### src/sv/flac_frame_header_parser_core_assert.svh
// ----------------------------------------------------------------------------
// FLAC frame header parser assertion macros
// Shorthands for the concurrent checks, all clocked on clock and masked
// while reset is high.
// ----------------------------------------------------------------------------
`ifndef FLAC_FRAME_HEADER_PARSER_CORE_ASSERT_SVH
`define FLAC_FRAME_HEADER_PARSER_CORE_ASSERT_SVH

// property must hold in every cycle out of reset
`define FFHP_ASSERT(lbl, prop, msg) \
   lbl: assert property (@(posedge clock) disable iff (reset) (prop)) \
      else $error(msg);

// cond must hold in the cycle after trig
`define FFHP_ASSERT_NEXT(lbl, trig, cond, msg) \
   lbl: assert property (@(posedge clock) disable iff (reset) (trig) |=> (cond)) \
      else $error(msg);

`endif

### src/sv/ffhp_pkg.sv
// ----------------------------------------------------------------------------
// FLAC frame header parser package
// Field widths, register indexes, status codes and code lookup tables.
// ----------------------------------------------------------------------------
package ffhp_pkg;

   localparam int unsigned BYTE_W   = 8;
   localparam int unsigned SYNC_W   = 16;
   localparam int unsigned BLK_W    = 17;
   localparam int unsigned RATE_W   = 20;
   localparam int unsigned DEPTH_W  = 6;
   localparam int unsigned CHAN_W   = 4;
   localparam int unsigned INDEX_W  = 36;
   localparam int unsigned EXTRA_W  = 16;
   localparam int unsigned LEFT_W   = 3;

   localparam logic [RATE_W-1:0]  STREAM_RATE_RST  = RATE_W'(44100);
   localparam logic [DEPTH_W-1:0] STREAM_DEPTH_RST = DEPTH_W'(16);

   // configuration register indexes
   typedef enum logic [0:0] {
      CSR_STREAM_RATE  = 1'b0,
      CSR_STREAM_DEPTH = 1'b1
   } csr_index_type;

   typedef enum logic [1:0] {
      STATUS_OK            = 2'd0,
      STATUS_RESERVED_SIZE = 2'd1,
      STATUS_BAD_RATE      = 2'd2
   } status_type;

   // block size codes
   localparam logic [3:0] BSZ_RESERVED = 4'd0;
   localparam logic [3:0] BSZ_192      = 4'd1;
   localparam logic [3:0] BSZ_EXTRA8   = 4'd6;
   localparam logic [3:0] BSZ_EXTRA16  = 4'd7;

   // sample rate codes
   localparam logic [3:0] RATE_STREAM  = 4'd0;
   localparam logic [3:0] RATE_KHZ8    = 4'd12;
   localparam logic [3:0] RATE_HZ16    = 4'd13;
   localparam logic [3:0] RATE_DHZ16   = 4'd14;
   localparam logic [3:0] RATE_INVALID = 4'd15;

   localparam logic [2:0] DEPTH_STREAM = 3'd0;

   // fixed rates for codes 1..11
   function automatic logic [RATE_W-1:0] rate_from_code(input logic [3:0] code);
      logic [RATE_W-1:0] r;
      case (code)
         4'd1:    r = RATE_W'(88200);
         4'd2:    r = RATE_W'(176400);
         4'd3:    r = RATE_W'(192000);
         4'd4:    r = RATE_W'(8000);
         4'd5:    r = RATE_W'(16000);
         4'd6:    r = RATE_W'(22050);
         4'd7:    r = RATE_W'(24000);
         4'd8:    r = RATE_W'(32000);
         4'd9:    r = RATE_W'(44100);
         4'd10:   r = RATE_W'(48000);
         4'd11:   r = RATE_W'(96000);
         default: r = '0;
      endcase
      return r;
   endfunction

   // bits per sample for codes 1..7; code 3 is reserved and reads as 16
   function automatic logic [DEPTH_W-1:0] depth_from_code(input logic [2:0] code);
      logic [DEPTH_W-1:0] d;
      case (code)
         3'd1:    d = DEPTH_W'(8);
         3'd2:    d = DEPTH_W'(12);
         3'd3:    d = DEPTH_W'(16);
         3'd4:    d = DEPTH_W'(16);
         3'd5:    d = DEPTH_W'(20);
         3'd6:    d = DEPTH_W'(24);
         3'd7:    d = DEPTH_W'(28);
         default: d = '0;
      endcase
      return d;
   endfunction

endpackage

### src/sv/flac_frame_header_parser_core.sv
// ----------------------------------------------------------------------------
// FLAC frame header parser core
// Walks a frame header one byte per word and returns the decoded header
// (block size, sample rate, depth, channel code, frame number, CRC byte)
// as one word once the CRC byte has been taken.
// ----------------------------------------------------------------------------
//
//   channel  direction  payload                                  words
//   req_     in         header_byte, frame_start                 one per byte
//   rsp_     out        sync/size/rate/depth/chan/index/crc/stat one per header
//   csr_     in         index (0 rate, 1 depth), wdata           one per write
//
// - One header byte is taken per cycle while req_ready is high; a byte that
//   completes a header shows its result on rsp_ in the next cycle.
// - The result sits in a single output register; req_ready drops only while
//   that register is full and rsp_ready is low.
// - reset is synchronous; afterwards the parser waits for the first sync
//   byte and the stream settings return to 44100 Hz and 16 bits.
// - csr_ writes are always taken; csr_ready is tied high.
//
module flac_frame_header_parser_core (
   input  logic                                clock,
   input  logic                                reset,
   // header bytes
   input  logic                                req_valid,
   output logic                                req_ready,
   input  logic [ffhp_pkg::BYTE_W-1:0]         req_header_byte,
   input  logic                                req_frame_start,
   // decoded header
   output logic                                rsp_valid,
   input  logic                                rsp_ready,
   output logic [ffhp_pkg::SYNC_W-1:0]         rsp_sync_code,
   output logic [ffhp_pkg::BLK_W-1:0]          rsp_block_length,
   output logic [ffhp_pkg::RATE_W-1:0]         rsp_rate_hz,
   output logic [ffhp_pkg::DEPTH_W-1:0]        rsp_sample_depth,
   output logic [ffhp_pkg::CHAN_W-1:0]         rsp_channel_code,
   output logic [ffhp_pkg::INDEX_W-1:0]        rsp_frame_index,
   output logic [ffhp_pkg::BYTE_W-1:0]         rsp_header_crc,
   output ffhp_pkg::status_type                rsp_status,
   // stream settings
   input  logic                                csr_valid,
   output logic                                csr_ready,
   input  ffhp_pkg::csr_index_type             csr_index,
   input  logic [ffhp_pkg::RATE_W-1:0]         csr_wdata
);

   import ffhp_pkg::*;

`include "flac_frame_header_parser_core_assert.svh"

   typedef enum logic [3:0] {
      PH_SYNC0,
      PH_SYNC1,
      PH_CODE_BYTE,
      PH_DEPTH,
      PH_NUM_FIRST,
      PH_NUM_CONT,
      PH_EXTRA_SIZE,
      PH_EXTRA_RATE,
      PH_CRC,
      PH_DONE
   } phase_type;

   // stream settings
   logic [RATE_W-1:0]  stream_rate_ff;
   logic [DEPTH_W-1:0] stream_depth_ff;

   // parse state
   phase_type           phase_ff, phase_in;
   logic [SYNC_W-1:0]   sync_acc_ff, sync_acc_in;
   logic [BYTE_W-1:0]   code_byte_ff, code_byte_in;
   logic [BYTE_W-1:0]   depth_byte_ff, depth_byte_in;
   logic [INDEX_W-1:0]  number_acc_ff, number_acc_in;
   logic [LEFT_W-1:0]   bytes_left_ff, bytes_left_in;
   logic [EXTRA_W-1:0]  extra_size_ff, extra_size_in;
   logic [EXTRA_W-1:0]  extra_rate_ff, extra_rate_in;

   // result register
   logic                rsp_valid_ff, rsp_valid_in;
   logic [SYNC_W-1:0]   rsp_sync_ff;
   logic [BLK_W-1:0]    rsp_blk_ff, rsp_blk_in;
   logic [RATE_W-1:0]   rsp_rate_ff, rsp_rate_in;
   logic [DEPTH_W-1:0]  rsp_depth_ff, rsp_depth_in;
   logic [CHAN_W-1:0]   rsp_chan_ff;
   logic [INDEX_W-1:0]  rsp_index_ff;
   logic [BYTE_W-1:0]   rsp_crc_ff;
   status_type          rsp_status_ff, rsp_status_in;

   logic                req_accept;
   logic                rsp_load;
   phase_type           cur_phase;
   logic [3:0]          size_code;
   logic [3:0]          rate_code;
   logic [2:0]          depth_code;
   phase_type           rate_phase, size_phase;
   logic [LEFT_W-1:0]   rate_left, size_left;
   logic [LEFT_W-1:0]   left_dec;
   logic                counted_phase;
   logic                size_has_extra;

   assign req_ready  = !rsp_valid_ff || rsp_ready;
   assign req_accept = req_valid && req_ready;
   assign csr_ready  = 1'b1;

   // frame_start forces a restart whatever the phase
   assign cur_phase  = req_frame_start ? PH_SYNC0 : phase_ff;
   assign rsp_load   = req_accept && (cur_phase == PH_CRC);

   assign size_code  = code_byte_ff[7:4];
   assign rate_code  = code_byte_ff[3:0];
   assign depth_code = depth_byte_ff[3:1];
   assign left_dec   = bytes_left_ff - LEFT_W'(1);

   // phase after the extra size bytes (or after the number if none)
   always_comb begin
      case (rate_code)
         RATE_KHZ8: begin
            rate_phase = PH_EXTRA_RATE;
            rate_left  = LEFT_W'(1);
         end
         RATE_HZ16, RATE_DHZ16: begin
            rate_phase = PH_EXTRA_RATE;
            rate_left  = LEFT_W'(2);
         end
         default: begin
            rate_phase = PH_CRC;
            rate_left  = '0;
         end
      endcase
   end

   // phase after the coded number
   always_comb begin
      case (size_code)
         BSZ_EXTRA8: begin
            size_phase = PH_EXTRA_SIZE;
            size_left  = LEFT_W'(1);
         end
         BSZ_EXTRA16: begin
            size_phase = PH_EXTRA_SIZE;
            size_left  = LEFT_W'(2);
         end
         default: begin
            size_phase = rate_phase;
            size_left  = rate_left;
         end
      endcase
   end

   // byte-by-byte parse
   always_comb begin
      phase_in      = phase_ff;
      sync_acc_in   = sync_acc_ff;
      code_byte_in  = code_byte_ff;
      depth_byte_in = depth_byte_ff;
      number_acc_in = number_acc_ff;
      bytes_left_in = bytes_left_ff;
      extra_size_in = extra_size_ff;
      extra_rate_in = extra_rate_ff;
      if (req_accept) begin
         case (cur_phase)
            PH_SYNC0: begin
               // new frame: clear what the previous one left behind
               sync_acc_in   = {req_header_byte, 8'h00};
               code_byte_in  = '0;
               depth_byte_in = '0;
               number_acc_in = '0;
               bytes_left_in = '0;
               extra_size_in = '0;
               extra_rate_in = '0;
               phase_in      = PH_SYNC1;
            end
            PH_SYNC1: begin
               sync_acc_in = {sync_acc_ff[15:8], req_header_byte};
               phase_in    = PH_CODE_BYTE;
            end
            PH_CODE_BYTE: begin
               code_byte_in = req_header_byte;
               phase_in     = PH_DEPTH;
            end
            PH_DEPTH: begin
               depth_byte_in = req_header_byte;
               phase_in      = PH_NUM_FIRST;
            end
            PH_NUM_FIRST: begin
               // 10xxxxxx is taken as a whole one-byte number, 0xFF as 0xFE
               if (req_header_byte < 8'hC0) begin
                  number_acc_in = INDEX_W'(req_header_byte);
                  bytes_left_in = LEFT_W'(0);
               end else if (req_header_byte[7:5] == 3'b110) begin
                  number_acc_in = INDEX_W'(req_header_byte[4:0]);
                  bytes_left_in = LEFT_W'(1);
               end else if (req_header_byte[7:4] == 4'b1110) begin
                  number_acc_in = INDEX_W'(req_header_byte[3:0]);
                  bytes_left_in = LEFT_W'(2);
               end else if (req_header_byte[7:3] == 5'b11110) begin
                  number_acc_in = INDEX_W'(req_header_byte[2:0]);
                  bytes_left_in = LEFT_W'(3);
               end else if (req_header_byte[7:2] == 6'b111110) begin
                  number_acc_in = INDEX_W'(req_header_byte[1:0]);
                  bytes_left_in = LEFT_W'(4);
               end else if (req_header_byte[7:1] == 7'b1111110) begin
                  number_acc_in = INDEX_W'(req_header_byte[0]);
                  bytes_left_in = LEFT_W'(5);
               end else begin
                  number_acc_in = '0;
                  bytes_left_in = LEFT_W'(6);
               end
               if (bytes_left_in == '0) begin
                  phase_in      = size_phase;
                  bytes_left_in = size_left;
               end else begin
                  phase_in = PH_NUM_CONT;
               end
            end
            PH_NUM_CONT: begin
               number_acc_in = {number_acc_ff[INDEX_W-7:0], req_header_byte[5:0]};
               bytes_left_in = left_dec;
               if (left_dec == '0) begin
                  phase_in      = size_phase;
                  bytes_left_in = size_left;
               end
            end
            PH_EXTRA_SIZE: begin
               extra_size_in = {extra_size_ff[7:0], req_header_byte};
               bytes_left_in = left_dec;
               if (left_dec == '0) begin
                  phase_in      = rate_phase;
                  bytes_left_in = rate_left;
               end
            end
            PH_EXTRA_RATE: begin
               extra_rate_in = {extra_rate_ff[7:0], req_header_byte};
               bytes_left_in = left_dec;
               if (left_dec == '0) begin
                  phase_in = PH_CRC;
               end
            end
            PH_CRC: begin
               phase_in = PH_DONE;
            end
            default: begin
               // done: bytes are dropped until the next frame_start
            end
         endcase
      end
   end

   // header decode into the result register
   always_comb begin
      rsp_status_in = STATUS_OK;

      case (size_code) inside
         BSZ_RESERVED: begin
            rsp_blk_in    = BLK_W'(192);
            rsp_status_in = STATUS_RESERVED_SIZE;
         end
         BSZ_192:                  rsp_blk_in = BLK_W'(192);
         [4'd2:4'd5]:              rsp_blk_in = BLK_W'(144) << size_code;
         BSZ_EXTRA8, BSZ_EXTRA16:  rsp_blk_in = BLK_W'(extra_size_ff) + BLK_W'(1);
         default:                  rsp_blk_in = BLK_W'(256) << size_code[2:0];
      endcase

      case (rate_code) inside
         RATE_STREAM: rsp_rate_in = stream_rate_ff;
         [4'd1:4'd11]: rsp_rate_in = rate_from_code(rate_code);
         RATE_KHZ8:   rsp_rate_in = RATE_W'(extra_rate_ff[7:0]) * RATE_W'(1000);
         RATE_HZ16:   rsp_rate_in = RATE_W'(extra_rate_ff);
         RATE_DHZ16:  rsp_rate_in = RATE_W'(extra_rate_ff) * RATE_W'(10);
         default: begin
            rsp_rate_in = '0;
            if (rsp_status_in == STATUS_OK) begin
               rsp_status_in = STATUS_BAD_RATE;
            end
         end
      endcase

      rsp_depth_in = (depth_code == DEPTH_STREAM) ? stream_depth_ff
                                                  : depth_from_code(depth_code);

      if (rsp_load) begin
         rsp_valid_in = 1'b1;
      end else if (rsp_ready) begin
         rsp_valid_in = 1'b0;
      end else begin
         rsp_valid_in = rsp_valid_ff;
      end
   end

   always_ff @(posedge clock) begin
      if (reset) begin
         stream_rate_ff  <= STREAM_RATE_RST;
         stream_depth_ff <= STREAM_DEPTH_RST;
      end else if (csr_valid && csr_ready) begin
         case (csr_index)
            CSR_STREAM_RATE:  stream_rate_ff  <= csr_wdata;
            CSR_STREAM_DEPTH: stream_depth_ff <= csr_wdata[DEPTH_W-1:0];
            default: begin
            end
         endcase
      end
   end

   always_ff @(posedge clock) begin
      if (reset) begin
         phase_ff      <= PH_SYNC0;
         sync_acc_ff   <= '0;
         code_byte_ff  <= '0;
         depth_byte_ff <= '0;
         number_acc_ff <= '0;
         bytes_left_ff <= '0;
         extra_size_ff <= '0;
         extra_rate_ff <= '0;
         rsp_valid_ff  <= 1'b0;
      end else begin
         phase_ff      <= phase_in;
         sync_acc_ff   <= sync_acc_in;
         code_byte_ff  <= code_byte_in;
         depth_byte_ff <= depth_byte_in;
         number_acc_ff <= number_acc_in;
         bytes_left_ff <= bytes_left_in;
         extra_size_ff <= extra_size_in;
         extra_rate_ff <= extra_rate_in;
         rsp_valid_ff  <= rsp_valid_in;
      end
   end

   // result payload, loaded with the CRC byte
   always_ff @(posedge clock) begin
      if (rsp_load) begin
         rsp_sync_ff   <= sync_acc_ff;
         rsp_blk_ff    <= rsp_blk_in;
         rsp_rate_ff   <= rsp_rate_in;
         rsp_depth_ff  <= rsp_depth_in;
         rsp_chan_ff   <= depth_byte_ff[7:4];
         rsp_index_ff  <= number_acc_ff;
         rsp_crc_ff    <= req_header_byte;
         rsp_status_ff <= rsp_status_in;
      end
   end

   assign rsp_valid        = rsp_valid_ff;
   assign rsp_sync_code    = rsp_sync_ff;
   assign rsp_block_length = rsp_blk_ff;
   assign rsp_rate_hz      = rsp_rate_ff;
   assign rsp_sample_depth = rsp_depth_ff;
   assign rsp_channel_code = rsp_chan_ff;
   assign rsp_frame_index  = rsp_index_ff;
   assign rsp_header_crc   = rsp_crc_ff;
   assign rsp_status       = rsp_status_ff;

   assign counted_phase  = phase_ff inside {PH_NUM_CONT, PH_EXTRA_SIZE, PH_EXTRA_RATE};
   assign size_has_extra = size_code inside {BSZ_EXTRA8, BSZ_EXTRA16};

   // a header never loads over an untaken result
   `FFHP_ASSERT(a_no_overwrite, !rsp_load || !rsp_valid_ff || rsp_ready, "result overwritten")

   // loading a result always closes the frame
   `FFHP_ASSERT_NEXT(a_load_done, rsp_load, rsp_valid_ff && phase_ff == PH_DONE, "CRC not closed")

   // counted phases always have bytes outstanding
   `FFHP_ASSERT(a_left_nonzero, !counted_phase || bytes_left_ff != '0, "no bytes left")

   // the extra-size phase is only entered for codes 6 and 7
   `FFHP_ASSERT(a_extra_size_code, phase_ff != PH_EXTRA_SIZE || size_has_extra, "bad size code")

endmodule
### config.mk
export PLATFORM = sky130hd
export DESIGN_NAME = flac_frame_header_parser_core
export DESIGN_NICKNAME = d
export VERILOG_FILES = /design/src/sv/ffhp_pkg.sv /design/src/sv/flac_frame_header_parser_core.sv
export VERILOG_INCLUDE_DIRS = /design/src /design/src/sv
export SDC_FILE = /design/constraint.sdc
export NUM_CORES = 1
export LEC_CHECK = 0
export ABC_AREA = 1
export ABC_CLOCK_PERIOD_IN_PS = 11900
export BUFFER_PORTS_ARGS = -buffer_cell sky130_fd_sc_hd__buf_4
export CAP_MARGIN = 5
export CORE_ASPECT_RATIO = 0.8
export CORE_MARGIN = 2
export CORE_UTILIZATION = 40
export DETAILED_ROUTE_END_ITERATION = 16
export PLACE_DENSITY = 0.64
export SLEW_MARGIN = 10
export SYNTH_ARGS = -nofsm -noshare
export SYNTH_HDL_FRONTEND = slang
export SYNTH_SLANG_ARGS = --single-unit
export TNS_END_PERCENT = 30
### constraint.sdc
create_clock -name clock -period 11.9 [get_ports clock]
set_input_delay 3.57 -clock clock [delete_from_list [all_inputs] [get_ports clock]]
set_output_delay 3.57 -clock clock [all_outputs]
set_load 0.005 [all_outputs]
==> impl_metrics.env <==
export IMPL_wl_um=34350
export IMPL_power_combinational_fraction_pct=5.0
export IMPL_hold_class="flip-flop to flip-flop"
export IMPL_synth_top_cells_by_count="nand2_1 (356), inv_1 (165), nor2_1 (157)"
export IMPL_finalCritPeriodShare_pct=63.18
export IMPL_number_of_sinks_driven_by_the_clock_tree=258
export IMPL_place_congestion=0.9011
export IMPL_route_antenna_remaining_nets=0
export IMPL_routedLengthMet1_um=16520
export IMPL_cell_area_after_technology_mapping_um2=12950
export IMPL_detail_route_vias_per_cell=5.092
export IMPL_synth_yosys_seq_area_share_pct=48.30
export IMPL_power_density_nw_per_um2=121.9
export IMPL_drc=0
export IMPL_ff_latch_area_um2=6256
export IMPL_ys_flop_type="dfxtp_1"
export IMPL_cellLeakagePower_nw=6.686
export IMPL_num_nets_final=1812
export IMPL_utilization_pct=48.26
export IMPL_path_common_cell="buf_4"
export IMPL_synthAdderAreaFrac_pct=10.84
export IMPL_cellInternalPower_mw=1.429
export IMPL_met3RoutedLength_um=2556
export IMPL_finalWorstSetupSlack_ns=4.382
export IMPL_area_fraction_in_and_or_nand_and_nor_cells_after_synthesis_pct=21.87
export IMPL_insertion_delay_ns=0.56
export IMPL_switching_share_pct=23.24
export IMPL_layout_drive_gt1_share_pct=12.77
export IMPL_post_synth_top_count_cell="nand2_1"
export IMPL_critical_path_peak_fanout=3
export IMPL_tns_ns=0
export IMPL_drt_pre_antenna_iters=5
export IMPL_via_count_of_the_first_global_routing_pass=9930
export IMPL_irDropWorstVdd_v=0.0001098
export IMPL_flow_area_growth_from_synthesis_pct=17.91
export IMPL_synth_ff_latch_count=258
export IMPL_tightest_slew_ns=1.093
export IMPL_post_synth_mux_area_share_pct=0
export IMPL_cp_start_kind="input pin"
export IMPL_largest_net_degree_at_the_start_of_global_routing=74
export IMPL_timing_critical_path_buf_inv=3
export IMPL_synthTopCellsByArea="edfxtp_1 (25%), dfxtp_1 (23%), nand2_1 (10%)"
export IMPL_synth_warning_count=0
export IMPL_placement_rows=58
export IMPL_share_seq_of_total_power_pct=51.1
export IMPL_die_w_um=205.2
export IMPL_critical_path_endpoint_type="output pin"
export IMPL_rsz0062_at_grt="false"
export IMPL_yosys_area_share_xor_xnor_pct=0.8115
export IMPL_cp_cell_sequence="buf_4, inv_1, nand2_1, buf_4"
export IMPL_period_minus_slack_ns=7.518
export IMPL_num_io_pins=147
export IMPL_syn_num_nets=1682
export IMPL_die_height_um=164.9
export IMPL_cpLargestDelayFamily="buffers and inverters"
export IMPL_fmax_ghz=0.1330
export IMPL_combinational_family_with_the_most_area_after_synthesis="simple AND/OR/NAND/NOR gates"
export IMPL_post_cts_resize_count=0
export IMPL_cap_viol_max_count=0
export IMPL_antenna_found_initial=0
export IMPL_overall_die_area_um2=33840
export IMPL_cts_htree_levels=1
export IMPL_maxSlewViolCount=0
export IMPL_initial_core_utilization_pct=40.93
export IMPL_clock_path_buffers=3
export IMPL_timing_final_hold_violations=0
export IMPL_synth_compound_gate_area_share_pct=11.53
export IMPL_drt_wirelength_per_cell_um=16.21
export IMPL_total_area_of_multi_input_combinational_cells_um2=5846
export IMPL_global_route_wire_length_before_repair_um=54010
export IMPL_clk_pin_slew_worst_paths_ns=0.06
export IMPL_cts_buffers_inserted=27
export IMPL_synth_largest_area_cell="edfxtp_1"
export IMPL_worst_slack_on_hold_paths_ns=0.4268
export IMPL_netlist_area_leader_share_pct=25.27
export IMPL_num_vias=10789
export IMPL_number_of_flops_mapped_to_enable_cells_by_yosys=109
export IMPL_crit_arrival_ns=3.95
export IMPL_cts_hold_fix_buffers=0
export IMPL_clockRootBuffer="clkbuf_16"
export IMPL_globalRouteOverflowTotal=0
export IMPL_timing_critical_path_required_ns=8.33
export IMPL_share_clk_of_total_power_pct=43.8
export IMPL_tritoncts="done"
export IMPL_placement_io_buffers=145
export IMPL_worst_clk_skew_ns=0.008706
export IMPL_preCtsSetupSlack_ns=4.384
export IMPL_num_fill_cells=3122
export IMPL_route_top_layer_used="met4"
export IMPL_place_hpwl_um=24630
export IMPL_netSwitchingPower_uw=432.6
export IMPL_cts_repair_timing_setup_buffer_count=0
export IMPL_diodes=0
export IMPL_setup_violations_final=0
export IMPL_cpMaxStageDelayCell="buf_4"
export IMPL_timing_worst_setup_path_type="input pin to output pin"
export IMPL_status="finished, final reports clean"
export IMPL_globalRouteTotalUtil_pct=20.17
export IMPL_postSynthCellCount=1548
export IMPL_design_core_area_um2=31640
export IMPL_slew_headroom_pct=26.86
export IMPL_ys_types=48
export IMPL_synth_avg_cell_area_um2=8.366
export IMPL_cp_slowest_stage_delay_ns=0.15
export IMPL_postSynth_asyncResetShare_pct=0
export IMPL_dr_wl_met2_um=14710
export IMPL_initialDrtViolationCount=954
[routing by layer]
metal / up-vias / track usage [%]
met2: 321 / 29.68
met3: 39 / 4.065
met4: 0 / 3.728
li1: 5403 / -
met1: 5026 / 30.61
met5: - / 0
[final timing paths]
check / cells past startpoint / slack, ns / from / end
worst min-delay path: 0 / 0.43 / number_acc_ff[32] / rsp_frame_index[32]
worst max register to register: 16 / 7.58 / extra_rate_ff[1] / rsp_rate_hz[17]
worst min register to register: 0 / 0.43 / number_acc_ff[32] / rsp_frame_index[32]
worst max-delay path: 4 / 4.38 / rsp_ready / req_ready
[power groups by stage]
| stage | Combinational, mW | Clock [mW] | Sequential [mW] |
|---|---|---|---|
| 2_1_floorplan | 0.0626 | 0 | 0.966 |
| 3_3_place_gp | 0.0933 | 0 | 0.970 |
| 3_5_place_dp | 0.0940 | 0 | 0.971 |
| 4_1_cts | 0.0946 | 0.836 | 0.952 |
| 5_1_grt | 0.106 | 0.872 | 0.954 |
| 6_report | 0.0940 | 0.816 | 0.952 |
[stage by stage]
stage	cell area (um2)	total power [mW]	instances
floorplan	12950	1.029	1548
global placement	14410	1.064	2069
detailed placement	14410	1.065	2069
CTS	15270	1.883	2119
global route	15270	1.931	2119
finish	15270	1.862	2119
[area by class of cell]
| cell class | instances | area share [%] |
|---|---|---|
| Sequential cell | 258 | 40.97 |
| Clock buffer | 39 | 5.121 |
| Multi-Input combinational cell | 1067 | 38.28 |
| Inverter | 173 | 4.252 |
| Timing Repair Buffer | 151 | 7.423 |
| Tap cell | 420 | 3.441 |
| Clock inverter | 11 | 0.5162 |
[worst register-to-register path: cells and delay by family (launching register included)]
family                   cells  cell delay [ns]
buffers and inverters        1             0.05
adder cells (fa/ha/maj)      5             2.08
AND/OR/NAND/NOR              6             0.47
AO/OA/AOI/OAI                3             0.65
flip-flops                   1             0.63
XOR/XNOR                     1             0.18
[cell usage in the layout, fill, tap and decap left out, types with 4 or more instances in the layout]
master       n
a21oi_1    138
a22o_1       7
a31oi_1      6
buf_4      151
clkbuf_1     7
clkbuf_16   28
clkbuf_8     4
clkinv_1     5
clkinv_2     4
dfxtp_1    149
edfxtp_1   109
fa_1        22
ha_1        77
inv_1      165
inv_2        7
nand2_1    356
nand2_2      5
nand3_1    113
nand4_1     14
nor2_1     156
nor3_1       8
o211ai_1     6
o21ai_0    100
o21ai_1      4
o22ai_1      4
or2_2        5
xnor2_1      6
xor2_1       6
[sequential cells by signal, summed over array words and instances (netlist names), named ones only]
register and flops:
number_acc_ff 36, rsp_frame_index 36, rsp_rate_hz 20, stream_rate_ff 20
rsp_block_length 17, extra_rate_ff 16, extra_size_ff 16, rsp_sync_code 16
sync_acc_ff 16, code_byte_ff 8, rsp_header_crc 8, depth_byte_ff 7
rsp_sample_depth 6, stream_depth_ff 6, phase_ff 4, rsp_channel_code 4
bytes_left_ff 3, rsp_status 2, rsp_valid 1
[kinds of logic (layout without fill, tap and decap cells)]
family / count (synthesis) / in the layout
AND/OR/NAND/NOR: 676 / 676
AO/OA/AOI/OAI: 279 / 279
flip-flops: 258 / 258
buffers and inverters: 223 / 374
adder cells (fa/ha/maj): 99 / 99
XOR/XNOR: 12 / 12
other: 1 / 1
No activity file was read; power rests on OpenSTA's default activity.
